## src/design/ppr_pkg.sv

```systemverilog
`default_nettype none

package ppr_pkg;

  localparam int LINE_DEPTH_DEF = 128;
  localparam int LEVEL_W        = 5;
  localparam int LEVEL_MAX      = 31;
  localparam int RAMP_W         = 16;
  localparam int RAMP_MAX       = (1 << 16) - 1;
  localparam int RAMP_BASE      = 128;
  localparam int RAMP_SHIFT     = 10;
  localparam int RAMP_TOP       = 127;
  localparam int TIMER_W        = 8;
  localparam int TIMER_MAX      = 255;
  localparam int FADE_W         = 6;
  localparam int FADE_LIMIT     = 32;
  localparam int ALPHA_W        = 5;
  localparam int CFG_IDX_W      = 2;
  localparam int CFG_DATA_W     = 8;
  localparam int ATTACK_W       = 5;
  localparam int DECAY_W        = 5;
  localparam int PAIR_IDX_W     = 6;
  localparam int COLOR_W        = 15;
  localparam int IN_DATA_W      = 8;
  localparam int OUT_DATA_W     = 48;
  localparam int RAMP_IDX_W     = 9;

  localparam logic [CFG_IDX_W-1:0] CFG_PULSE_LENGTH = 2'd0;
  localparam logic [CFG_IDX_W-1:0] CFG_ATTACK_STEP  = 2'd1;
  localparam logic [CFG_IDX_W-1:0] CFG_DECAY_STEP   = 2'd2;

  typedef struct packed {
    logic                  en;
    logic [CFG_IDX_W-1:0]  index;
    logic [CFG_DATA_W-1:0] data;
  } cfg_wr_t;

  typedef struct packed {
    logic wr;   // push new level at head
    logic rd;   // read one entry (registered)
  } line_ctl_t;

  // Brightness weight for entry k (0 = newest); zero past entry 127.
  function automatic logic [RAMP_W-1:0] ramp_weight(input logic [RAMP_IDX_W-1:0] k);
    logic [17:0] v;
    v = 18'(RAMP_BASE) + (18'(7'(RAMP_TOP) - k[6:0]) << RAMP_SHIFT);
    if (k[RAMP_IDX_W-1:7] != '0) begin
      return '0;
    end else if (v > 18'(RAMP_MAX)) begin
      return RAMP_W'(RAMP_MAX);
    end else begin
      return v[RAMP_W-1:0];
    end
  endfunction

  function automatic logic [COLOR_W-1:0] grey(input logic [LEVEL_W-1:0] c);
    return {c, c, c};
  endfunction

endpackage

`default_nettype wire

```

## src/design/ppr_env.sv

```systemverilog
`default_nettype none

module ppr_env (
  input  wire logic                             clk,
  input  wire logic                             rst_n,
  input  wire ppr_pkg::cfg_wr_t                 cfg,
  input  wire logic                             step,
  input  wire logic                             beat,
  input  wire logic                             fade_en,
  output logic        [ppr_pkg::LEVEL_W-1:0]    level_nxt,
  output logic        [ppr_pkg::ALPHA_W-1:0]    alpha
);

  logic [ppr_pkg::TIMER_W-1:0]    rise_time_r;
  logic [ppr_pkg::ATTACK_W-1:0]   attack_r;
  logic [ppr_pkg::DECAY_W-1:0]    decay_r;
  logic [ppr_pkg::LEVEL_W-1:0]    level_r;
  logic [ppr_pkg::TIMER_W-1:0]    timer_r, timer_nxt;
  logic [ppr_pkg::FADE_W-1:0]     fade_r, fade_nxt;
  logic [ppr_pkg::ALPHA_W-1:0]    alpha_r;
  logic signed [7:0]              sum;

  always_comb begin
    if (timer_r < rise_time_r) begin
      sum = $signed({3'b0, level_r}) + $signed({3'b0, attack_r});
    end else begin
      sum = $signed({3'b0, level_r}) - $signed({3'b0, decay_r});
    end
    if (sum < 0) begin
      level_nxt = '0;
    end else if (sum > 8'sd31) begin
      level_nxt = ppr_pkg::LEVEL_W'(ppr_pkg::LEVEL_MAX);
    end else begin
      level_nxt = sum[ppr_pkg::LEVEL_W-1:0];
    end

    if (beat) begin
      timer_nxt = '0;
    end else if (timer_r < ppr_pkg::TIMER_W'(ppr_pkg::TIMER_MAX)) begin
      timer_nxt = timer_r + 1'b1;
    end else begin
      timer_nxt = timer_r;
    end

    if (fade_en && (fade_r < ppr_pkg::FADE_W'(ppr_pkg::FADE_LIMIT))) begin
      fade_nxt = fade_r + 1'b1;
    end else begin
      fade_nxt = fade_r;
    end
  end

  always_ff @(posedge clk) begin
    if (!rst_n) begin
      rise_time_r <= 8'd8;
      attack_r    <= 5'd4;
      decay_r     <= 5'd1;
      level_r     <= '0;
      timer_r     <= '0;
      fade_r      <= '0;
      alpha_r     <= '0;
    end else begin
      if (cfg.en) begin
        case (cfg.index)
          ppr_pkg::CFG_PULSE_LENGTH: rise_time_r <= cfg.data;
          ppr_pkg::CFG_ATTACK_STEP:  attack_r    <= cfg.data[ppr_pkg::ATTACK_W-1:0];
          ppr_pkg::CFG_DECAY_STEP:   decay_r     <= cfg.data[ppr_pkg::DECAY_W-1:0];
          default: ;
        endcase
      end
      if (step) begin
        level_r <= level_nxt;
        timer_r <= timer_nxt;
        fade_r  <= fade_nxt;
        // alpha is taken before this tick's increment
        alpha_r <= fade_r[ppr_pkg::FADE_W-1:1];
      end
    end
  end

  assign alpha = alpha_r;

endmodule

`default_nettype wire

```

## src/design/ppr_line.sv

```systemverilog
`default_nettype none

module ppr_line #(
  parameter  int DEPTH = ppr_pkg::LINE_DEPTH_DEF,
  localparam int KW    = $clog2(2 * ((DEPTH + 1) / 2))
) (
  input  wire logic                          clk,
  input  wire logic                          rst_n,
  input  wire ppr_pkg::line_ctl_t            ctl,
  input  wire logic [ppr_pkg::LEVEL_W-1:0]   wr_level,
  input  wire logic [KW-1:0]                 rd_k,
  output logic      [ppr_pkg::LEVEL_W-1:0]   rd_level
);

  localparam int AW = $clog2(DEPTH);
  localparam int FW = $clog2(DEPTH + 1);
  localparam int SW = KW + 1;

  // Only greys are ever pushed, so one level per entry holds the whole color.
  logic [ppr_pkg::LEVEL_W-1:0] mem [DEPTH];
  logic [ppr_pkg::LEVEL_W-1:0] mem_q_r;
  logic                        hit_r;
  logic [AW-1:0]               head_r, head_dec, rd_addr;
  logic [FW-1:0]               fill_r;
  logic [SW-1:0]               sum, wrapped;
  logic                        hit;

  always_comb begin
    head_dec = (head_r == '0) ? AW'(DEPTH - 1) : head_r - 1'b1;
    sum      = SW'(head_r) + SW'(rd_k);
    wrapped  = (sum >= SW'(DEPTH)) ? sum - SW'(DEPTH) : sum;
    rd_addr  = wrapped[AW-1:0];
    // entries never written read as black
    hit      = SW'(rd_k) < SW'(fill_r);
  end

  always_ff @(posedge clk) begin
    if (!rst_n) begin
      head_r <= '0;
      fill_r <= '0;
    end else if (ctl.wr) begin
      head_r <= head_dec;
      if (fill_r != FW'(DEPTH)) begin
        fill_r <= fill_r + 1'b1;
      end
    end
  end

  always_ff @(posedge clk) begin
    if (ctl.wr) begin
      mem[head_dec] <= wr_level;
    end
    if (ctl.rd) begin
      mem_q_r <= mem[rd_addr];
      hit_r   <= hit;
    end
  end

  assign rd_level = hit_r ? mem_q_r : '0;

endmodule

`default_nettype wire

```

## src/design/ppr_scale.sv

```systemverilog
`default_nettype none

module ppr_scale (
  input  wire logic                          clk,
  input  wire logic                          en,
  input  wire logic [ppr_pkg::LEVEL_W-1:0]   level,
  input  wire logic [ppr_pkg::RAMP_W-1:0]    weight,
  output logic      [ppr_pkg::LEVEL_W-1:0]   chan
);

  localparam int PW = ppr_pkg::LEVEL_W + ppr_pkg::RAMP_W;

  logic [PW-1:0]               prod;
  logic [ppr_pkg::LEVEL_W-1:0] chan_r;

  assign prod = PW'(level) * PW'(weight);

  always_ff @(posedge clk) begin
    if (en) begin
      chan_r <= prod[PW-1:ppr_pkg::RAMP_W];
    end
  end

  assign chan = chan_r;

endmodule

`default_nettype wire

```

## src/design/palette_pulse_ring_modulator.sv

```systemverilog
// Channel | Dir | Handshake          | Payload
// in_     | in  | in_tvalid/tready   | in_tdata: beat_changed, fadein_enable
// out_    | out | out_tvalid/tready  | out_tdata: pair, colors, alpha; out_tlast
// cfg_    | in  | cfg_wr_en          | cfg_index, cfg_wdata
//
// A tick reads LINE_DEPTH (rounded up to even) entries; one multiplier scales
// one entry per cycle unless out_tready stalls, emitting a pair per odd entry.
// in_tready is low from the accepting edge until the entry pipeline drains.
// A stalled out_tready freezes the read, multiply and output stages in place.
// Reset (rst_n low, synchronous) clears the line fill count, pointers,
// envelope, timer, fade count and registers to their defaults; no sweep.
`default_nettype none

module palette_pulse_ring_modulator #(
  parameter int LINE_DEPTH = ppr_pkg::LINE_DEPTH_DEF
) (
  input  wire logic                               clk,
  input  wire logic                               rst_n,
  input  wire logic                               in_tvalid,
  output logic                                    in_tready,
  // [0] beat_changed, [1] fadein_enable, [7:2] zero
  input  wire logic [ppr_pkg::IN_DATA_W-1:0]      in_tdata,
  output logic                                    out_tvalid,
  input  wire logic                               out_tready,
  // [5:0] pair_index, [20:6] color_even, [35:21] color_odd,
  // [40:36] blend_alpha, [47:41] zero
  output logic      [ppr_pkg::OUT_DATA_W-1:0]     out_tdata,
  output logic                                    out_tlast,
  input  wire logic                               cfg_wr_en,
  input  wire logic [ppr_pkg::CFG_IDX_W-1:0]      cfg_index,
  input  wire logic [ppr_pkg::CFG_DATA_W-1:0]     cfg_wdata
);

  localparam int PAIRS = (LINE_DEPTH + 1) / 2;
  localparam int NE    = 2 * PAIRS;
  localparam int KW    = $clog2(NE);
  localparam int PXW   = KW + ppr_pkg::PAIR_IDX_W;

  typedef enum logic {ST_IDLE, ST_RUN} state_t;

  state_t                          state_r;
  logic [KW-1:0]                   k_r, s1_k_r, s2_k_r, s2_pk;
  logic                            s1_valid_r, s2_valid_r;
  logic [ppr_pkg::LEVEL_W-1:0]     even_r;
  logic                            out_valid_r, out_last_r;
  logic [ppr_pkg::PAIR_IDX_W-1:0]  out_pair_r;
  logic [ppr_pkg::COLOR_W-1:0]     out_even_r, out_odd_r;
  logic [ppr_pkg::ALPHA_W-1:0]     out_alpha_r;
  logic [PXW-1:0]                  pair_ext;

  logic                            accept, adv, issue, emit;
  ppr_pkg::cfg_wr_t                cfg;
  ppr_pkg::line_ctl_t              line_ctl;
  logic [ppr_pkg::LEVEL_W-1:0]     level_nxt, rd_level, chan;
  logic [ppr_pkg::ALPHA_W-1:0]     alpha;
  logic [ppr_pkg::RAMP_W-1:0]      weight;

  assign in_tready = (state_r == ST_IDLE) && !s1_valid_r && !s2_valid_r;
  assign accept    = in_tvalid && in_tready;
  assign adv       = !out_valid_r || out_tready;
  assign issue     = (state_r == ST_RUN) && adv;
  assign emit      = adv && s2_valid_r && s2_k_r[0];

  assign cfg.en      = cfg_wr_en;
  assign cfg.index   = cfg_index;
  assign cfg.data    = cfg_wdata;
  assign line_ctl.wr = accept;
  assign line_ctl.rd = issue;

  assign weight   = ppr_pkg::ramp_weight(ppr_pkg::RAMP_IDX_W'(s1_k_r));
  assign s2_pk    = s2_k_r >> 1;
  assign pair_ext = PXW'(s2_pk);

  ppr_env u_env (
    .clk       (clk),
    .rst_n     (rst_n),
    .cfg       (cfg),
    .step      (accept),
    .beat      (in_tdata[0]),
    .fade_en   (in_tdata[1]),
    .level_nxt (level_nxt),
    .alpha     (alpha)
  );

  ppr_line #(.DEPTH(LINE_DEPTH)) u_line (
    .clk      (clk),
    .rst_n    (rst_n),
    .ctl      (line_ctl),
    .wr_level (level_nxt),
    .rd_k     (k_r),
    .rd_level (rd_level)
  );

  ppr_scale u_scale (
    .clk    (clk),
    .en     (adv && s1_valid_r),
    .level  (rd_level),
    .weight (weight),
    .chan   (chan)
  );

  always_ff @(posedge clk) begin
    if (!rst_n) begin
      state_r     <= ST_IDLE;
      k_r         <= '0;
      s1_valid_r  <= 1'b0;
      s2_valid_r  <= 1'b0;
      out_valid_r <= 1'b0;
    end else begin
      case (state_r)
        ST_IDLE: begin
          if (accept) begin
            state_r <= ST_RUN;
            k_r     <= '0;
          end
        end
        ST_RUN: begin
          if (issue) begin
            k_r <= k_r + 1'b1;
            if (k_r == KW'(NE - 1)) begin
              state_r <= ST_IDLE;
            end
          end
        end
        default: state_r <= ST_IDLE;
      endcase
      if (adv) begin
        s1_valid_r <= issue;
        s2_valid_r <= s1_valid_r;
      end
      if (emit) begin
        out_valid_r <= 1'b1;
      end else if (out_tready) begin
        out_valid_r <= 1'b0;
      end
    end
  end

  always_ff @(posedge clk) begin
    if (issue) begin
      s1_k_r <= k_r;
    end
    if (adv) begin
      s2_k_r <= s1_k_r;
      if (s2_valid_r && !s2_k_r[0]) begin
        even_r <= chan;
      end
    end
    if (emit) begin
      out_pair_r  <= pair_ext[ppr_pkg::PAIR_IDX_W-1:0];
      out_even_r  <= ppr_pkg::grey(even_r);
      out_odd_r   <= ppr_pkg::grey(chan);
      out_alpha_r <= alpha;
      out_last_r  <= (s2_k_r == KW'(NE - 1));
    end
  end

  assign out_tvalid = out_valid_r;
  assign out_tlast  = out_last_r;
  assign out_tdata  = {7'b0, out_alpha_r, out_odd_r, out_even_r, out_pair_r};

  a_busy_after_request: assert property (@(posedge clk) disable iff (!rst_n)
    accept |=> !in_tready)
    else $error("input taken again right after a request");

  a_last_pair_index: assert property (@(posedge clk) disable iff (!rst_n)
    (out_tvalid && out_tlast) |->
      (out_tdata[5:0] == ppr_pkg::PAIR_IDX_W'(PAIRS - 1)))
    else $error("last pair carries wrong index");

  a_out_from_odd_entry: assert property (@(posedge clk) disable iff (!rst_n)
    $rose(out_valid_r) |-> $past(s2_valid_r && s2_k_r[0]))
    else $error("result raised without an odd entry leaving the multiplier");

endmodule

`default_nettype wire
```

## config.mk

```make
export PLATFORM = sky130hd
export DESIGN_NAME = palette_pulse_ring_modulator
export DESIGN_NICKNAME = d
export VERILOG_FILES = /design/src/design/ppr_pkg.sv /design/src/design/ppr_env.sv /design/src/design/ppr_line.sv /design/src/design/ppr_scale.sv /design/src/design/palette_pulse_ring_modulator.sv
export SDC_FILE = /design/constraint.sdc
export NUM_CORES = 1
export LEC_CHECK = 0
export BUFFER_PORTS_ARGS = -buffer_cell sky130_fd_sc_hd__buf_4
export CAP_MARGIN = 20
export CELL_PAD_IN_SITES_DETAIL_PLACEMENT = 1
export CELL_PAD_IN_SITES_GLOBAL_PLACEMENT = 2
export CORE_MARGIN = 3
export CORE_UTILIZATION = 42
export CTS_CLUSTER_DIAMETER = 200
export DETAILED_ROUTE_END_ITERATION = 6
export GPL_TIMING_DRIVEN = 0
export PLACE_DENSITY_LB_ADDON = 0.1
export SKIP_CTS_REPAIR_TIMING = 1
export SLEW_MARGIN = 20
export SYNTH_ARGS = -nofsm -noshare
export SYNTH_HDL_FRONTEND = slang
export SYNTH_SLANG_ARGS = --single-unit
```

## constraint.sdc

```tcl
create_clock -name clk -period 11.45 [get_ports clk]
set_clock_uncertainty 0.1 [all_clocks]
set_input_delay 1.145 -clock clk [delete_from_list [all_inputs] [get_ports clk]]
set_output_delay 1.145 -clock clk [all_outputs]
set_load 0.01 [all_outputs]
```

# --- Yosys cells after proc, flatten, opt, wreduce, memory -nomap -nowiden ---
# Memories as Yosys holds them, arrays and structs flattened. A register that Yosys moved wholly into a read port is not among the register bits.
# Index checks and enable logic that the tools add are counted.
word_totals:
  ramBits: 640
  reg_bits: 135
  mem_count: 1
  in_bits: 23
  output_inout_bits: 51
op_classes:
  n_lt_le_gt_ge: 8
  n_mul: 1
  n_addsub: 11
  n_bitwise: 1
  n_eq_ne: 7
  mux: 19
  n_reduce_logical: 26
mem_list:
  columns: ["name", "words", "width", "rd", "rd_ports_with_merged_regs", "wr", "line", "rtl"]
  rows:
  - ["u_line.mem", 128, 5, 1, 1, 1, "ppr_line.sv:20", "logic [ppr_pkg::LEVEL_W-1:0] mem [DEPTH];"]
ops:
  columns: ["op", "n"]
  rows:
  - ["$mux W7", 4]
  - ["$mux W8", 3]
  - ["$mul A5 B16 Y21", 1]
  - ["$add A8 B18 Y18 const A", 1]
  - ["$gt A18 B16 Y1 const B", 1]
  - ["$add A8 B1 Y8 const B", 2]
  - ["$mux W16", 1]
  - ["$reduce_and A2 Y1", 8]
  - ["$mux W5", 3]
  - ["$eq A7 B7 Y1 const B", 2]
  - ["$pmux W7 S2", 1]
  - ["$sub A7 B1 Y7 const B", 2]
  - ["$logic_and A1 B1 Y1", 9]
  - ["$add A7 B7 Y8", 1]
  - ["$ge A8 B8 Y1 const B", 1]
  - ["$gt A8 B6 Y1 const B", 1]
  - ["$lt A7 B8 Y1", 1]
  - ["$lt A8 B1 Y1 const B", 1]
  - ["$lt A8 B8 Y1", 1]
  - ["$lt A8 B8 Y1 const B", 1]
  - ["$ne A8 B8 Y1 const B", 1]
  - ["$sub A7 B7 Y8 const A", 1]
  - ["$add A7 B1 Y7 const B", 1]
  - ["$logic_not A7 Y1", 1]
  - ["other kinds (15)", 24]

# --- Longest topological paths before layout ---
depth:
  word_depth: 6
  mapped_depth: 18

# --- Cells and area by module ---
# A second synthesis with hierarchy kept.
hier_totals:
  cells_unflattened: 2018
  area_unflattened_um2: 33395.8
modules_own_cells:
  columns: ["module", "n_inst", "cells_per_inst", "area_each_um2"]
  rows:
  - ["ppr_line", 1, 1334, 26688.1]
  - ["ppr_scale", 1, 281, 2411.1]
  - ["ppr_env", 1, 263, 2304.7]
  - ["palette_pulse_ring_modulator", 1, 140, 1991.9]

# --- Worst setup path after synthesis ---
# OpenSTA, ideal clock, no wires.
synth_path:
  kind: "reg-to-reg"
  start: "reg u_env.decay_r[1] in the netlist's numbering"
  end: "mem u_line.mem[0][3] in the netlist's numbering (data pin)"
  t_required_ns: 10.421
  setup_slack_ns: 5.200
  path_buffers: 0
  arrival_ns: 5.222
  path_stages_with_launch: 9
  setup_ns: 0.929
  path_cell_list: "dfxtp_1 -> inv_1 -> ha_1 -> nor2b_1 -> o21ai_0 -> a21boi_0 -> o21ai_0 -> a211o_1 -> mux2i_1"
synth_via:
  elab_chain_len: 5
  word_cells_on_any_way: 6
  cone_classes: "add/sub: 1; order compare: 2; mux: 3"
synth_lines:
  columns: ["element", "line", "rtl"]
  rows:
  - ["from (decl)", "ppr_env.sv:16", "logic [ppr_pkg::DECAY_W-1:0] decay_r;"]
  - ["from (signal assigned)", "ppr_env.sv:66", "ppr_pkg::CFG_DECAY_STEP: decay_r <= cfg.data[ppr_pkg::DECAY_W-1:0];"]
  - ["$sub A5 B5 Y6 *", "ppr_env.sv:27", "sum = $signed({3'b0, level_r}) - $signed({3'b0, decay_r});"]
  - ["$mux W8 *", "ppr_env.sv:24", "if (timer_r < rise_time_r) begin"]
  - ["$gt A8 B6 Y1", "ppr_env.sv:31", "end else if (sum > 8'sd31) begin"]
  - ["$mux W5", "ppr_env.sv:31", null]
  - ["$mux W5 *", "ppr_env.sv:29", "if (sum < 0) begin"]
  - ["net level_nxt, one bit", "palette_pulse_ring_modulator.sv:54", "logic [ppr_pkg::LEVEL_W-1:0] level_nxt, rd_level, chan;"]
  - ["to (decl)", "ppr_line.sv:20", null]
# The timed path passes the listed nets; every way through them passes the cells marked *.

# --- Final worst setup path ---
layout_path:
  start: "reg s1_k_r[6]"
  end: "reg u_scale.chan_r (netlist bit u_scale.chan[3]) (data pin)"
layout_via:
  elab_chain_len: 5
layout_lines:
  columns: ["element", "line", "rtl"]
  rows:
  - ["from (decl)", "palette_pulse_ring_modulator.sv:42", "logic [KW-1:0] k_r, s1_k_r, s2_k_r, s2_pk;"]
  - ["from (signal assigned)", "palette_pulse_ring_modulator.sv:141", "s1_k_r <= k_r;"]
  - ["$sub A7 B7 Y8", "ppr_pkg.sv:46", "v = 18'(RAMP_BASE) + (18'(7'(RAMP_TOP) - k[6:0]) << RAMP_SHIFT);"]
  - ["$add A8 B18 Y18", "ppr_pkg.sv:46", null]
  - ["$gt A18 B16 Y1", "ppr_pkg.sv:49", "end else if (v > 18'(RAMP_MAX)) begin"]
  - ["$mux W16", "ppr_pkg.sv:49", null]
  - ["$mul A5 B16 Y21", "ppr_scale.sv:16", "assign prod = PW'(level) * PW'(weight);"]
  - ["net u_scale.prod[19]", "ppr_scale.sv:13", "logic [PW-1:0] prod;"]
  - ["to (signal assigned)", "ppr_scale.sv:20", "chan_r <= prod[PW-1:ppr_pkg::RAMP_W];"]
  - ["to (decl)", "ppr_scale.sv:14", "logic [ppr_pkg::LEVEL_W-1:0] chan_r;"]
# The timed path passes the listed nets, and every way through them passes these cells.
# A chain may end at the register's enable or synchronous reset.

==> reports/metrics.yaml <==
run_status: "completed"
synth_seq_cells: 760
fmax_ghz: 0.190
holdPathStages: 0
synth_top_area_share_pct: 63.0
drv_slew: 0
yosysWarnings: 0
use_met1_pct: 28.5
syn_area_um2: 33000
gr-usage-met3_pct: 3.54
root_buffer: "clkbuf_16"
synth_common_cells: "edfxtp_1, nor2_1, mux4_2"
whs_endpoint: "out_even_r[10]"
crit_start: "s1_k_r[6]"
critPathCaptureType: "flip-flop"
die_y_um: 286
grt_pass1_vias: 19344
synth_cell_types: 68
drc: 0
wl_um: 86200
ff2ff_path_depth: 17
top_usage_layer: "met2"
final_area_um2: 38000
clkSinkCount: 760
min_period_over_period_pct: 45.9
routabilityCongestion: 0.855
finalSetupViolCount: 0
min_period_ns: 5.25
grt_pass1_wl_um: 129000
grt.total_usage_pct: 21.3
r2r-end: "u_scale.chan[3]"
grt_start_max_net_pins: 130
synthTopCellsByArea: "edfxtp_1, mux4_2, dfxtp_1, ha_1, mux2i_1"
r2r_slack_ns: 6.20
num_vias: 18113
power_density_nw_per_um2: 195
drt_iter0_drc: 1382
design.core.area_um2: 77600
vdd_drop_max_mv: 0.132
synth.most_common_cell: "edfxtp_1"
wl_per_cell_um: 26.3
diodes: 0
first_pass_iters: 7
use_met2_pct: 36.3
syn_to_final_growth_pct: 15.1
tns_ns: 0
seqCellArea_um2: 22100
fp-row-count: 102
synthCells: 2011
postRouteAntennaNets: 0
reg2reg_from: "s1_k_r[6]"
drv_cap: 0
rsz0062_at_grt: "false"
hold_start: "even_r[0]"
place.port_buffers: 59
synthArstFlopShare_pct: 0
synth_edf_count: 692
n_fill_cell: 7392
dp_hpwl_um: 60300
dieArea_um2: 81900
initial_core_util_pct: 42.5
cp_max_fo: 10
via_per_inst: 5.52
tightest_slew_ns: 1.16
final_core_util_pct: 48.9
min_path_type: "flip-flop to flip-flop"
path_clk_slew_ns: 0.06
htreeDepth: 3
cts_made_buffers: 84
setup_ws_ns: 6.20
io_pins: 74
drive_gt1_share_pct: 20.8
syn_area_per_cell_um2: 16.4
fin_nets: 2296
die_width_um: 286
hold_violations: 0
clockBufferDepth: 3
synth_flop_cell: "edfxtp_1"
cts_tree: "yes"
synth_top_cell_by_area: "edfxtp_1"
path_class: "flip-flop to flip-flop"
grt_overflow: 0
post_dp_cell_area_um2: 35200
multi_input_area_um2: 9940
antenna_found_initial: 0
relSlewSlack_pct: 22.5
insertion_delay_ns: 0.65
worst_setup_path_start_kind: "flip-flop"
yosysSeqAreaShare_pct: 67.1
required_ns: 11.67
pre_cts_slack_ns: 6.14
p_leak_uw: 0.0131
worst_ep_arrival_time_ns: 5.47
==> through the flow <==
step           instances  hold WS [ns]  total power (µW)
2_1_floorplan       2017         0.300              4200
3_5_place_dp        3132         0.309              4770
5_1_grt             3281         0.343              7690
6_report            3281         0.320              7390
4_1_cts             3281         0.323              7470
3_3_place_gp        3116         0.305              4710
==> power breakdown <==
| group | switching [µW] | total (µW) | internal (µW) |
|---|---|---|---|
| clock network | 1110 | 2690 | 1580 |
| registers | 25.1 | 3250 | 3220 |
| logic | 914 | 1450 | 538 |
==> flip-flops by register name, summed over array words and instances (netlist names), 5 cells and up <==
signal	flops
even_r	5
u_line.mem	640
u_line.fill_r	8
u_env.level_r	5
s2_k_r	7
out_even_r	5
u_line.head_r	7
out_odd_r	5
out_pair_r	6
u_scale.chan	5
u_env.rise_time_r	8
s1_k_r	7
u_env.attack_r	5
u_env.timer_r	8
u_env.fade_r	6
u_line.mem_q_r	5
out_alpha_r	5
u_env.alpha	5
u_env.decay_r	5
k_r	7
==> critical path, stage by stage (launching register included) <==
cell	delay (ns)
edfxtp_1	0.35
buf_2	0.20
clkbuf_1	0.39
clkbuf_1	0.38
a21oi_1	0.16
fa_1	0.52
fa_1	0.50
inv_1	0.05
fa_1	0.47
inv_1	0.04
ha_1	0.28
and3_1	0.18
a221o_1	0.36
a21o_1	0.19
a21oi_1	0.29
nor2_1	0.09
a311oi_1	0.23
o311ai_0	0.18
==> worst max-delay path by stage <==
stage,cells past startpoint,slack (ns),endpoint
after floorplan,8,5.20,u_line.mem[0][3]
after detailed placement,12,6.14,u_line.mem_q_r[1]
after global placement,8,0.54,u_line.mem[106][0]
final,17,6.20,u_scale.chan[3]
after global routing,17,5.92,u_scale.chan[3]
after CTS,12,6.09,u_line.mem_q_r[1]
==> per-layer routing <==
metal	vias up	part of all wire, %
met5	-	0
met4	0	2.5
met1	9505	43
li1	8058	-
met3	123	4.6
met2	427	50
==> kinds of logic after synthesis <==
| logic type | synth area share [%] |
|---|---|
| adder cells (fa/ha/maj) | 4.19 |
| flip-flops | 67.1 |
| AO/OA/AOI/OAI | 3.84 |
| AND/OR/NAND/NOR | 6.51 |
| buffers and inverters | 3.03 |
| XOR/XNOR | 1.06 |
| multiplexers | 14.2 |
| other | 0.0114 |
==> placed cells by master, fill, tap and decap left out, types with 10 or more instances in the layout <==
cell type	count
a21boi_0	11
a21o_1	18
a21oi_1	51
and2_1	20
and3_1	10
buf_16	11
buf_2	20
buf_4	100
clkbuf_1	61
clkbuf_16	86
clkinv_1	11
clkinv_2	12
dfxtp_1	68
edfxtp_1	692
fa_1	26
ha_1	69
inv_1	79
mux2_2	20
mux2i_1	81
mux4_2	159
nand2_1	121
nand2b_1	10
nand3_1	29
nand4_1	25
nor2_1	185
nor2b_1	26
nor3_1	12
o21ai_0	32
xnor2_1	25
xor2_1	15
==> layout make-up <==
type,count,share of cell area [%]
clock buffers,107,5.93
repair buffers,75,2.16
clock inverters,42,1.31
inverters,79,0.781
plain buffers,118,1.86
flip-flops and latches,760,58.3
multi-input cells,1060,26.2
well taps,1040,3.43
(Power assumes the default switching activity.)
